<file path="src/design/length_framed_crc16_deframer_core_defines.svh">
// assertion macros for the length framed crc16 deframer
// expects signals named clk and rst_n in the scope of use
`ifndef LENGTH_FRAMED_CRC16_DEFRAMER_CORE_DEFINES_SVH
`define LENGTH_FRAMED_CRC16_DEFRAMER_CORE_DEFINES_SVH

`ifndef ASSERT_OFF
`define LFCD_ASSERT(lbl, prop, msg) \
  lbl: assert property (@(posedge clk) disable iff (!rst_n) prop) else $error(msg);
`define LFCD_ASSERT_NEVER(lbl, cond, msg) \
  lbl: assert property (@(posedge clk) disable iff (!rst_n) !(cond)) else $error(msg);
`else
`define LFCD_ASSERT(lbl, prop, msg)
`define LFCD_ASSERT_NEVER(lbl, cond, msg)
`endif

`endif

</file>
<file path="src/design/lfcd_pkg.sv">
// shared types and constants of the length framed crc16 deframer
// no dependencies
package lfcd_pkg;

  localparam int CFG_IDX_W = 2;
  localparam logic [CFG_IDX_W-1:0] CFG_IDX_HEADER = 2'd0;
  localparam logic [CFG_IDX_W-1:0] CFG_IDX_MIN    = 2'd1;
  localparam logic [CFG_IDX_W-1:0] CFG_IDX_MAX    = 2'd2;

  typedef enum logic [2:0] {
    ROLE_DISCARD  = 3'd0,
    ROLE_HEADER   = 3'd1,
    ROLE_LENGTH   = 3'd2,
    ROLE_PAYLOAD  = 3'd3,
    ROLE_CRC_LO   = 3'd4,
    ROLE_CRC_HI   = 3'd5,
    ROLE_REJECTED = 3'd6
  } lfcd_role_t;

  typedef struct packed {
    logic [7:0] header_value;
    logic [7:0] min_length;
    logic [7:0] max_length;
  } lfcd_cfg_t;

  typedef struct packed {
    logic [7:0] echo_byte;
    lfcd_role_t byte_role;
    logic [8:0] frame_position;
    logic       frame_good;
  } lfcd_res_t;

endpackage

</file>
<file path="src/design/lfcd_in_stage.sv">
// input register stage: holds one received byte until the parser takes it
// depends on nothing
module lfcd_in_stage (
  input  logic       clk,
  input  logic       rst_n,
  input  logic       in_tvalid,
  output logic       in_tready,
  input  logic [7:0] in_byte,
  input  logic       advance,
  output logic       hold_valid,
  output logic [7:0] hold_byte
);

  logic       valid_r;
  logic       valid_nxt;
  logic [7:0] byte_r;

  assign in_tready  = !valid_r || advance;
  assign hold_valid = valid_r;
  assign hold_byte  = byte_r;

  always_comb begin
    valid_nxt = valid_r;
    if (in_tready) begin
      valid_nxt = in_tvalid;
    end
  end

  always_ff @(posedge clk) begin
    if (!rst_n) begin
      valid_r <= 1'b0;
    end else begin
      valid_r <= valid_nxt;
    end
    if (in_tvalid && in_tready) begin
      byte_r <= in_byte;
    end
  end

endmodule

</file>
<file path="src/design/lfcd_parser.sv">
// frame parser: phase, length count, position and running crc16 ccitt
// depends on lfcd_pkg
module lfcd_parser (
  input  logic              clk,
  input  logic              rst_n,
  input  logic              step,
  input  logic [7:0]        rx_byte,
  input  lfcd_pkg::lfcd_cfg_t cfg,
  output lfcd_pkg::lfcd_res_t res
);
  import lfcd_pkg::*;

  typedef enum logic [2:0] {
    PH_HUNT = 3'd0,
    PH_LEN  = 3'd1,
    PH_DATA = 3'd2,
    PH_CRCL = 3'd3,
    PH_CRCH = 3'd4
  } phase_t;

  localparam logic [15:0] CRC_INIT = 16'hFFFF;
  localparam logic [15:0] CRC_POLY = 16'h1021;

  function automatic logic [15:0] crc_upd(input logic [15:0] crc, input logic [7:0] b);
    logic [15:0] c;
    c = crc ^ {b, 8'h00};
    for (int i = 0; i < 8; i++) begin
      if (c[15]) begin
        c = {c[14:0], 1'b0} ^ CRC_POLY;
      end else begin
        c = {c[14:0], 1'b0};
      end
    end
    return c;
  endfunction

  phase_t      phase_r,      phase_nxt;
  logic [7:0]  bytes_left_r, bytes_left_nxt;
  logic [8:0]  position_r,   position_nxt;
  logic [15:0] crc_r,        crc_nxt;
  logic [7:0]  crc_low_r,    crc_low_nxt;
  logic [7:0]  left_dec;
  logic [8:0]  pos_inc;

  assign left_dec = bytes_left_r - 8'd1;
  assign pos_inc  = position_r + 9'd1;

  always_comb begin
    phase_nxt          = PH_HUNT;
    bytes_left_nxt     = bytes_left_r;
    position_nxt       = position_r;
    crc_nxt            = crc_r;
    crc_low_nxt        = crc_low_r;
    res.echo_byte      = rx_byte;
    res.byte_role      = ROLE_DISCARD;
    res.frame_position = 9'd0;
    res.frame_good     = 1'b0;
    case (phase_r)
      PH_LEN: begin
        position_nxt       = 9'd1;
        res.frame_position = 9'd1;
        if (rx_byte != 8'd0 && rx_byte >= cfg.min_length && rx_byte <= cfg.max_length) begin
          res.byte_role  = ROLE_LENGTH;
          bytes_left_nxt = rx_byte;
          crc_nxt        = crc_upd(CRC_INIT, rx_byte);
          phase_nxt      = PH_DATA;
        end else begin
          res.byte_role = ROLE_REJECTED;
        end
      end
      PH_DATA: begin
        position_nxt       = pos_inc;
        res.frame_position = pos_inc;
        res.byte_role      = ROLE_PAYLOAD;
        crc_nxt            = crc_upd(crc_r, rx_byte);
        bytes_left_nxt     = left_dec;
        phase_nxt          = (left_dec == 8'd0) ? PH_CRCL : PH_DATA;
      end
      PH_CRCL: begin
        position_nxt       = pos_inc;
        res.frame_position = pos_inc;
        res.byte_role      = ROLE_CRC_LO;
        crc_low_nxt        = rx_byte;
        phase_nxt          = PH_CRCH;
      end
      PH_CRCH: begin
        position_nxt       = pos_inc;
        res.frame_position = pos_inc;
        res.byte_role      = ROLE_CRC_HI;
        res.frame_good     = ({rx_byte, crc_low_r} == crc_r);
      end
      default: begin
        position_nxt = 9'd0;
        if (rx_byte == cfg.header_value) begin
          res.byte_role = ROLE_HEADER;
          crc_nxt       = CRC_INIT;
          phase_nxt     = PH_LEN;
        end
      end
    endcase
  end

  always_ff @(posedge clk) begin
    if (!rst_n) begin
      phase_r      <= PH_HUNT;
      bytes_left_r <= 8'd0;
      position_r   <= 9'd0;
      crc_r        <= CRC_INIT;
      crc_low_r    <= 8'd0;
    end else if (step) begin
      phase_r      <= phase_nxt;
      bytes_left_r <= bytes_left_nxt;
      position_r   <= position_nxt;
      crc_r        <= crc_nxt;
      crc_low_r    <= crc_low_nxt;
    end
  end

endmodule

</file>
<file path="src/design/length_framed_crc16_deframer_core.sv">
// top level of the length framed crc16 deframer: registers, channels, output stage
// depends on lfcd_pkg, lfcd_in_stage, lfcd_parser and the assertion header
//
// in_*  : one received byte per transaction, in_tdata[7:0]
// out_* : one tagged byte per input transaction, same order
//         tdata = echo byte and frame position, tuser = role and crc verdict
// cfg_* : register writes, index 0 header byte, 1 min length, 2 max length;
//         other indexes are ignored, cfg_ready is always high
// data flow: an accepted byte waits in the input register, passes the parser and is registered again for out_*
// throughput: one byte per cycle while out_tready is high; the path between input and output register
//   is the single byte crc16 update and the length compares
// reset: synchronous active low; clears both channels, the parser returns to
//   header hunt with crc 0xffff, registers go to header 0, min 1, max 255
// stall: while out_tready is low the result is held, one more byte waits in
//   the input register, then in_tready drops until the output is taken
`include "length_framed_crc16_deframer_core_defines.svh"

module length_framed_crc16_deframer_core (
  input  logic                          clk,
  input  logic                          rst_n,
  input  logic                          in_tvalid,
  output logic                          in_tready,
  input  logic [7:0]                    in_tdata,   // [7:0] rx_byte
  output logic                          out_tvalid,
  input  logic                          out_tready,
  output logic [23:0]                   out_tdata,  // [7:0] echo_byte, [16:8] frame_position, zero
  output logic [3:0]                    out_tuser,  // [2:0] byte_role, [3] frame_good
  input  logic                          cfg_valid,
  output logic                          cfg_ready,
  input  logic [lfcd_pkg::CFG_IDX_W-1:0] cfg_index,
  input  logic [7:0]                    cfg_data
);
  import lfcd_pkg::*;

  lfcd_cfg_t  cfg_r;
  logic       hold_valid;
  logic [7:0] hold_byte;
  logic       out_free;
  logic       advance;
  lfcd_res_t  res;
  lfcd_res_t  out_r;
  logic       out_valid_r;

  assign cfg_ready = 1'b1;
  assign out_free  = !out_valid_r || out_tready;
  assign advance   = hold_valid && out_free;

  always_ff @(posedge clk) begin
    if (!rst_n) begin
      cfg_r.header_value <= 8'd0;
      cfg_r.min_length   <= 8'd1;
      cfg_r.max_length   <= 8'd255;
    end else if (cfg_valid && cfg_ready) begin
      case (cfg_index)
        CFG_IDX_HEADER: cfg_r.header_value <= cfg_data;
        CFG_IDX_MIN:    cfg_r.min_length   <= cfg_data;
        CFG_IDX_MAX:    cfg_r.max_length   <= cfg_data;
        default: ;
      endcase
    end
  end

  lfcd_in_stage u_in (
    .clk        (clk),
    .rst_n      (rst_n),
    .in_tvalid  (in_tvalid),
    .in_tready  (in_tready),
    .in_byte    (in_tdata),
    .advance    (advance),
    .hold_valid (hold_valid),
    .hold_byte  (hold_byte)
  );

  lfcd_parser u_parser (
    .clk     (clk),
    .rst_n   (rst_n),
    .step    (advance),
    .rx_byte (hold_byte),
    .cfg     (cfg_r),
    .res     (res)
  );

  always_ff @(posedge clk) begin
    if (!rst_n) begin
      out_valid_r <= 1'b0;
    end else if (advance) begin
      out_valid_r <= 1'b1;
    end else if (out_tready) begin
      out_valid_r <= 1'b0;
    end
    if (advance) begin
      out_r <= res;
    end
  end

  assign out_tvalid = out_valid_r;
  assign out_tdata  = {7'd0, out_r.frame_position, out_r.echo_byte};
  assign out_tuser  = {out_r.frame_good, out_r.byte_role};

  `LFCD_ASSERT_NEVER(a_good_only_on_crc_hi,
    out_valid_r && out_r.frame_good && out_r.byte_role != ROLE_CRC_HI,
    "crc verdict set on a byte that is not the high crc byte")
  `LFCD_ASSERT_NEVER(a_hunt_pos_zero,
    out_valid_r && (out_r.byte_role == ROLE_DISCARD || out_r.byte_role == ROLE_HEADER)
      && out_r.frame_position != 9'd0,
    "hunt byte reported away from position zero")
  `LFCD_ASSERT_NEVER(a_len_pos_one,
    out_valid_r && (out_r.byte_role == ROLE_LENGTH || out_r.byte_role == ROLE_REJECTED)
      && out_r.frame_position != 9'd1,
    "length byte reported away from position one")
  `LFCD_ASSERT(a_stall_holds_input,
    !in_tready |-> hold_valid && out_valid_r && !out_tready,
    "input stalled without a full pipeline")

endmodule

</file>
<file path="config.mk">
export PLATFORM = sky130hd
export DESIGN_NAME = length_framed_crc16_deframer_core
export DESIGN_NICKNAME = d
export VERILOG_FILES = /design/src/design/lfcd_pkg.sv /design/src/design/lfcd_in_stage.sv /design/src/design/lfcd_parser.sv /design/src/design/length_framed_crc16_deframer_core.sv
export VERILOG_INCLUDE_DIRS = /design/src /design/src/design
export SDC_FILE = /design/constraint.sdc
export NUM_CORES = 1
export LEC_CHECK = 0
export ABC_AREA = 1
export BUFFER_PORTS_ARGS = -buffer_cell sky130_fd_sc_hd__buf_2
export CAP_MARGIN = 20
export CORE_UTILIZATION = 64
export DETAILED_ROUTE_END_ITERATION = 6
export GPL_TIMING_DRIVEN = 1
export PLACE_DENSITY = 0.89
export SLEW_MARGIN = 25
export SYNTH_ARGS = -nofsm -noshare
export SYNTH_HDL_FRONTEND = slang
export SYNTH_SLANG_ARGS = --single-unit
</file>
<file path="constraint.sdc">
create_clock -name clk -period 5.09 [get_ports clk]
set_input_delay 0.2545 -clock clk [delete_from_list [all_inputs] [get_ports clk]]
set_output_delay 0.2545 -clock clk [all_outputs]
set_load 0.1 [all_outputs]
</file>
== Word-level counts from Yosys, hierarchy flattened ==
Cells that the tools add are included.
Word-level totals
  word-level logic and storage cells: 120
  bits in registers: 99
  output and inout port bits: 31
  input bits: 23
Cells by class
  bitwise gates (word level): 19
  reductions and logical operators: 22
  $add $sub $neg: 2
  equal/unequal tests: 9
  multiplexer cells: 51
  magnitude comparators: 2
Operators by type and width (count)
  $mux W16: 23
  $mux W13: 16
  $not A3 Y3: 16
  $pmux W16 S3: 1
  $pmux W3 S4: 2
  $pmux W9 S2: 1
  $eq A16 B16 Y1: 1
  $not A16 Y16: 1
  $pmux W8 S2: 1
  $xor A16 B16 Y16: 1
  $add A9 B1 Y9 const B: 1
  $eq A8 B8 Y1: 1
  $ge A8 B8 Y1: 1
  $le A8 B8 Y1: 1
  $logic_not A8 Y1: 1
  $mux W8: 1
  $reduce_and A2 Y1: 4
  $reduce_bool A8 Y1: 1
  $sub A8 B1 Y8 const B: 1
  $eq A3 B2 Y1 const B: 2
  $logic_and A1 B1 Y1: 4
  $mux W1: 4
  $reduce_and A4 Y1: 1
  $reduce_bool A2 Y1: 2
  15 further kinds: 17

== Logic depth before layout (Yosys ltp) ==
  depth in word-level cells: 33
  depth in mapped cells: 18
  gate-level depth less buffers: 16

== Cells and area by module ==
A second synthesis with hierarchy kept.
Unflattened totals
  cells, all modules: 741
  area, all modules: 5565.3 µm²
Modules (own cells, without submodules)
  lfcd_parser: cells each 549, times used 1, area an instance 3530.9 µm², sequential area each 880.8 µm²
  length_framed_crc16_deframer_core: cells each 177, times used 1, area an instance 1742.9 µm², sequential area each 1131.1 µm²
  lfcd_in_stage: cells each 15, times used 1, area an instance 291.5 µm², sequential area each 260.2 µm²

== Worst setup path before layout ==
No wires, ideal clock.
  kind: register to register
  from: reg out_valid_r, in the netlist out_tvalid
  to: reg u_in.byte_r[0], in the netlist u_in.hold_byte[0], enable pin
  clock period less this slack: 2.741 ns
  data arrival time: 2.462 ns
  setup time: 0.279 ns
  buffers on the path: 0
  required time: 4.811 ns
  cell stages (with the launch flop): 4
  path slack: 2.349 ns
  cell sequence: dfxtp_1 nand3_1 nand2_1 inv_1
Between the ends
  cells in the longest elaborated chain, start to end: 5
Ends and longest elaborated chain
  start: declaration: line length_framed_crc16_deframer_core.sv:42  | logic out_valid_r;
  start signal: assignment: line length_framed_crc16_deframer_core.sv:85  | out_valid_r <= 1'b0;
  start signal: assignment: line length_framed_crc16_deframer_core.sv:87  | out_valid_r <= 1'b1;
  start signal: assignment: line length_framed_crc16_deframer_core.sv:89  | out_valid_r <= 1'b0;
  $logic_not A1 Y1: line length_framed_crc16_deframer_core.sv:45  | assign out_free = !out_valid_r || out_tready;
  $logic_or A1 B1 Y1: line length_framed_crc16_deframer_core.sv:45
  $logic_and A1 B1 Y1: line length_framed_crc16_deframer_core.sv:46  | assign advance = hold_valid && out_free;
  $logic_or A1 B1 Y1: line lfcd_in_stage.sv:18  | assign in_tready = !valid_r || advance;
  named net in_tready: line length_framed_crc16_deframer_core.sv:22  | output logic in_tready,
  $logic_and A1 B1 Y1: line lfcd_in_stage.sv:35  | if (in_tvalid && in_tready) begin
  end signal: assignment: line lfcd_in_stage.sv:36  | byte_r <= in_byte;
  end: declaration: line lfcd_in_stage.sv:16  | logic [7:0] byte_r;
The timed path passes the listed nets, and every way through them passes these cells.
A chain may end at the register's enable or synchronous reset.

== Final worst setup path ==
  from: reg u_in.byte_r[6], in the netlist u_in.hold_byte[6]
  to: reg u_parser.crc_r[0]
Between the ends
  cells in the longest elaborated chain, start to end: 5
  elaborated cells on any way between the ends: 9
  those cells by class: 2 x order compare; 2 x eq/ne; 5 x reduce/logical
Ends and longest elaborated chain
  $ge A8 B8 Y1 or $reduce_bool A8 Y1 (tied branches): line lfcd_parser.sv:62  | if (rx_byte != 8'd0 && rx_byte >= cfg.min_length && rx_byte <= cfg.max_length) begin
  $logic_and A1 B1 Y1 (2 in series): line lfcd_parser.sv:62
  $ne A2 B1 Y1 (no source line)
  $reduce_and A4 Y1 (no source line) (*)
  end signal: assignment: line lfcd_parser.sv:114  | crc_r <= crc_nxt;
  end: declaration: line lfcd_parser.sv:40  | logic [15:0] crc_r, crc_nxt;
Every way passes the cells marked *; elsewhere a longest branch is shown, timed or not.

==> results_dict.tcl <==
set metrics [dict create \
    crit_arrival_ps 3060 \
    finalPower_mw 1.69 \
    synth_edf_count 29 \
    met3_length_um 909 \
    fp-row-count 33 \
    setup_violations 0 \
    postCtsSetupRepairBufs 0 \
    yosysMostFrequentCell "nand2_1" \
    drt_first_iter_violations 536 \
    fin_crit_ps 2820 \
    fin_util 0.698 \
    clock_skew_ps 13.9 \
    globalRoute.totalOverflow 0 \
    final.setup.tns_ps 0 \
    critPathMaxFanout 31 \
    clkPwrFrac 0.300 \
    post-dp-hpwl_um 8620 \
    clk_latency_ps 380 \
    hold_viol 0 \
    grt_pass1_vias 4498 \
    wl_met2_um 6250 \
    cts-buffers-inserted 9 \
    hp-class "in2reg" \
    critical_path_class "reg2reg" \
    die_y_um 93.6 \
    worst_setup_path_start_kind "flop" \
    drive_gt1_frac 0.121 \
    wire_per_inst_um 15.4 \
    regToRegSetupSlack_ps 2270 \
    syn_to_final_growth_pct 6.30 \
    grt_pass1_wl_um 20300 \
    slew_headroom 0.412 \
    rsz0062_at_grt "no" \
    pwr-share-seq 0.521 \
    clk_pin_slew_ps 110 \
    crit_path_end_kind "flop" \
    vdd_drop_max_mv 0.213 \
    vias 4782 \
    io_buffers 45 \
    cts.path.max_buffers 2 \
    gr-usage-all-layers 0.299 \
    async_flop_share 0 \
    cts.sinks 99 \
    cts_tree "built" \
    start_util 0.656 \
    drc 0 \
    nFillCells 646 \
    antenna_found_initial 0 \
    wl_met1_um 4910 \
    power_leakage_nw 2.63 \
    reg2reg_depth 10 \
    synthTopCellsByArea "dfxtp_1 26%, edfxtp_1 16%, nand2_1 9.9%" \
    whs_path_depth 1 \
    yosysTopAreaCellShare 0.261 \
    min_to "u_in.hold_byte[0]$_DFFE_PP_" \
    gp_congestion 0.952 \
    n_antenna_cell 0 \
    status "finished, final reports clean" \
    min_from "in_tdata[0]" \
    max-cap-violations 0 \
    viasPerCell 5.87 \
    ant_nets 0 \
    syn-instance-count 680 \
    io-pin-count 54 \
    power.switching_mw 0.570 \
    r2r_end "u_parser.crc_r[0]$_SDFFE_PN1P_" \
    h-tree-depth 3 \
    combPwrFrac 0.179 \
    cts-root-buf "clkbuf_8" \
    die_w_um 93.6 \
    worst_pin_slew_ps 879 \
    grt_start_max_net_pins 64 \
    nets 746 \
    avgSynthCellArea_um2 7.89 \
    p_per_area_nw_per_um2 297 \
    wirelength_um 12500 \
    postCtsResizedCells 0 \
    syn_area_um2 5370 \
    yosys_warnings 0 \
    fin_crit_sh 0.554 \
    rr_startpoint "u_in.hold_byte[6]$_DFFE_PP_" \
    holdBufCountCts 0 \
    crit_required_ps 5330 \
    top_layer "met4" \
    maxSlewViolCount 0 \
    fmax_mhz 355 \
    p_sw_frac 0.337 \
    synthFlopType "dfxtp_1" \
    yosys.cell_types.count 42 \
    synth_top_area_cell "dfxtp_1" \
    dieArea_um2 8750 \
    intPower_mw 1.12 \
    ys_ff_latch 99 \
    dr.pass1.iters 6 \
    synth_seq_area_share 0.424 \
    synthTopCellsByCount "142 x nand2_1, 70 x dfxtp_1, 68 x inv_1, 68 x nor2_1, 53 x nand3_1" \
    core_um2 8180 \
]
-- power by group through the flow --
stage	clock network, mW	registers (mW)	logic, mW
finish	0.508	0.882	0.304
global route	0.539	0.885	0.331
CTS	0.511	0.881	0.299
detailed placement	0	0.898	0.295
global placement	0	0.896	0.284
floorplan	0	0.934	0.209
-- per-layer routing --
layer / global-route usage / vias to the layer above
met5: 0 / -
met4: 0.128 / 0
met3: 0.0683 / 60
met2: 0.525 / 257
met1: 0.348 / 2188
li1: - / 2277
-- logic make-up after synthesis --
group                    share of synthesized area
AO/OA/AOI/OAI                               0.0975
XOR/XNOR                                    0.0620
adder cells (fa/ha/maj)                     0.0443
buffers and inverters                       0.0986
flip-flops                                   0.424
multiplexers                               0.00560
other                                      0.00140
AND/OR/NAND/NOR                              0.267
-- cell type report --
cell class | instances | area [um^2] | area share
multi-input cells | 476 | 2590 | 0.453
flip-flops and latches | 99 | 2270 | 0.398
inverters | 72 | 270 | 0.0474
repair buffers | 46 | 235 | 0.0412
well taps | 105 | 131 | 0.0230
clock buffers | 9 | 124 | 0.0217
clock inverters | 7 | 83.8 | 0.0147
-- worst max-delay path, cell delays in order, from the launching register on --
cell and delay, ps:
edfxtp_1 680, ha_1 410, nand2_1 70, nor2_1 170, nand4_1 120, nand2_1 90
nand3_1 90, nand2_2 480, nand3_4 320, nand2_1 150, nand3_1 80
-- registers in the layout, summed over array words and instances (netlist names) --
| register | count |
|---|---|
| cfg_r | 24 |
| out_tdata | 17 |
| u_parser.crc_r | 16 |
| u_parser.position_r | 9 |
| u_in.hold_byte | 8 |
| u_parser.bytes_left_r | 8 |
| u_parser.crc_low_r | 8 |
| out_tuser | 4 |
| u_parser.phase_r | 3 |
| out_tvalid | 1 |
| u_in.hold_valid | 1 |
-- how the worst max path moves through the flow --
stage,from,slack [ps],cells past startpoint,endpoint
after detailed placement,u_in.hold_byte[7]$_DFFE_PP_,2380,10,u_parser.crc_r[0]$_SDFFE_PN1P_
after global routing,u_in.hold_byte[6]$_DFFE_PP_,2140,10,u_parser.crc_r[11]$_SDFFE_PN1P_
after global placement,u_in.hold_byte[5]$_DFFE_PP_,2450,11,u_parser.crc_r[8]$_SDFFE_PN1P_
final,u_in.hold_byte[6]$_DFFE_PP_,2270,10,u_parser.crc_r[0]$_SDFFE_PN1P_
after floorplan,out_tvalid$_SDFFE_PN0P_,2350,3,u_in.hold_byte[0]$_DFFE_PP_
after CTS,u_in.hold_byte[6]$_DFFE_PP_,2300,10,u_parser.crc_r[0]$_SDFFE_PN1P_
-- per-stage QoR --
stage | worst slack [ps] | area, um^2 | hold slack, ps | std cells
6_report | 2270 | 5700 | 41.4 | 814
5_1_grt | 2140 | 5700 | 26.3 | 814
4_1_cts | 2300 | 5700 | 31.6 | 814
3_5_place_dp | 2380 | 5490 | 433 | 798
3_3_place_gp | 2450 | 5490 | 433 | 798
2_1_floorplan | 2350 | 5390 | 353 | 686
-- placed cells by master, fill, tap and decap left out, types with 4 or more instances in the layout --
| cell type | count |
|---|---|
| conb_1 | 8 |
| xnor2_1 | 17 |
| edfxtp_1 | 29 |
| a21oi_1 | 31 |
| nand4_1 | 21 |
| buf_2 | 44 |
| dfxtp_1 | 70 |
| inv_2 | 5 |
| xor2_1 | 21 |
| ha_1 | 19 |
| nor2_1 | 68 |
| or2_2 | 4 |
| nand3b_1 | 5 |
| o21ai_0 | 38 |
| clkbuf_8 | 9 |
| nand3_1 | 53 |
| nor3_1 | 4 |
| nand2_1 | 142 |
| inv_1 | 67 |
| o211ai_1 | 13 |
Note: power is estimated with default switching activity, not from simulation.
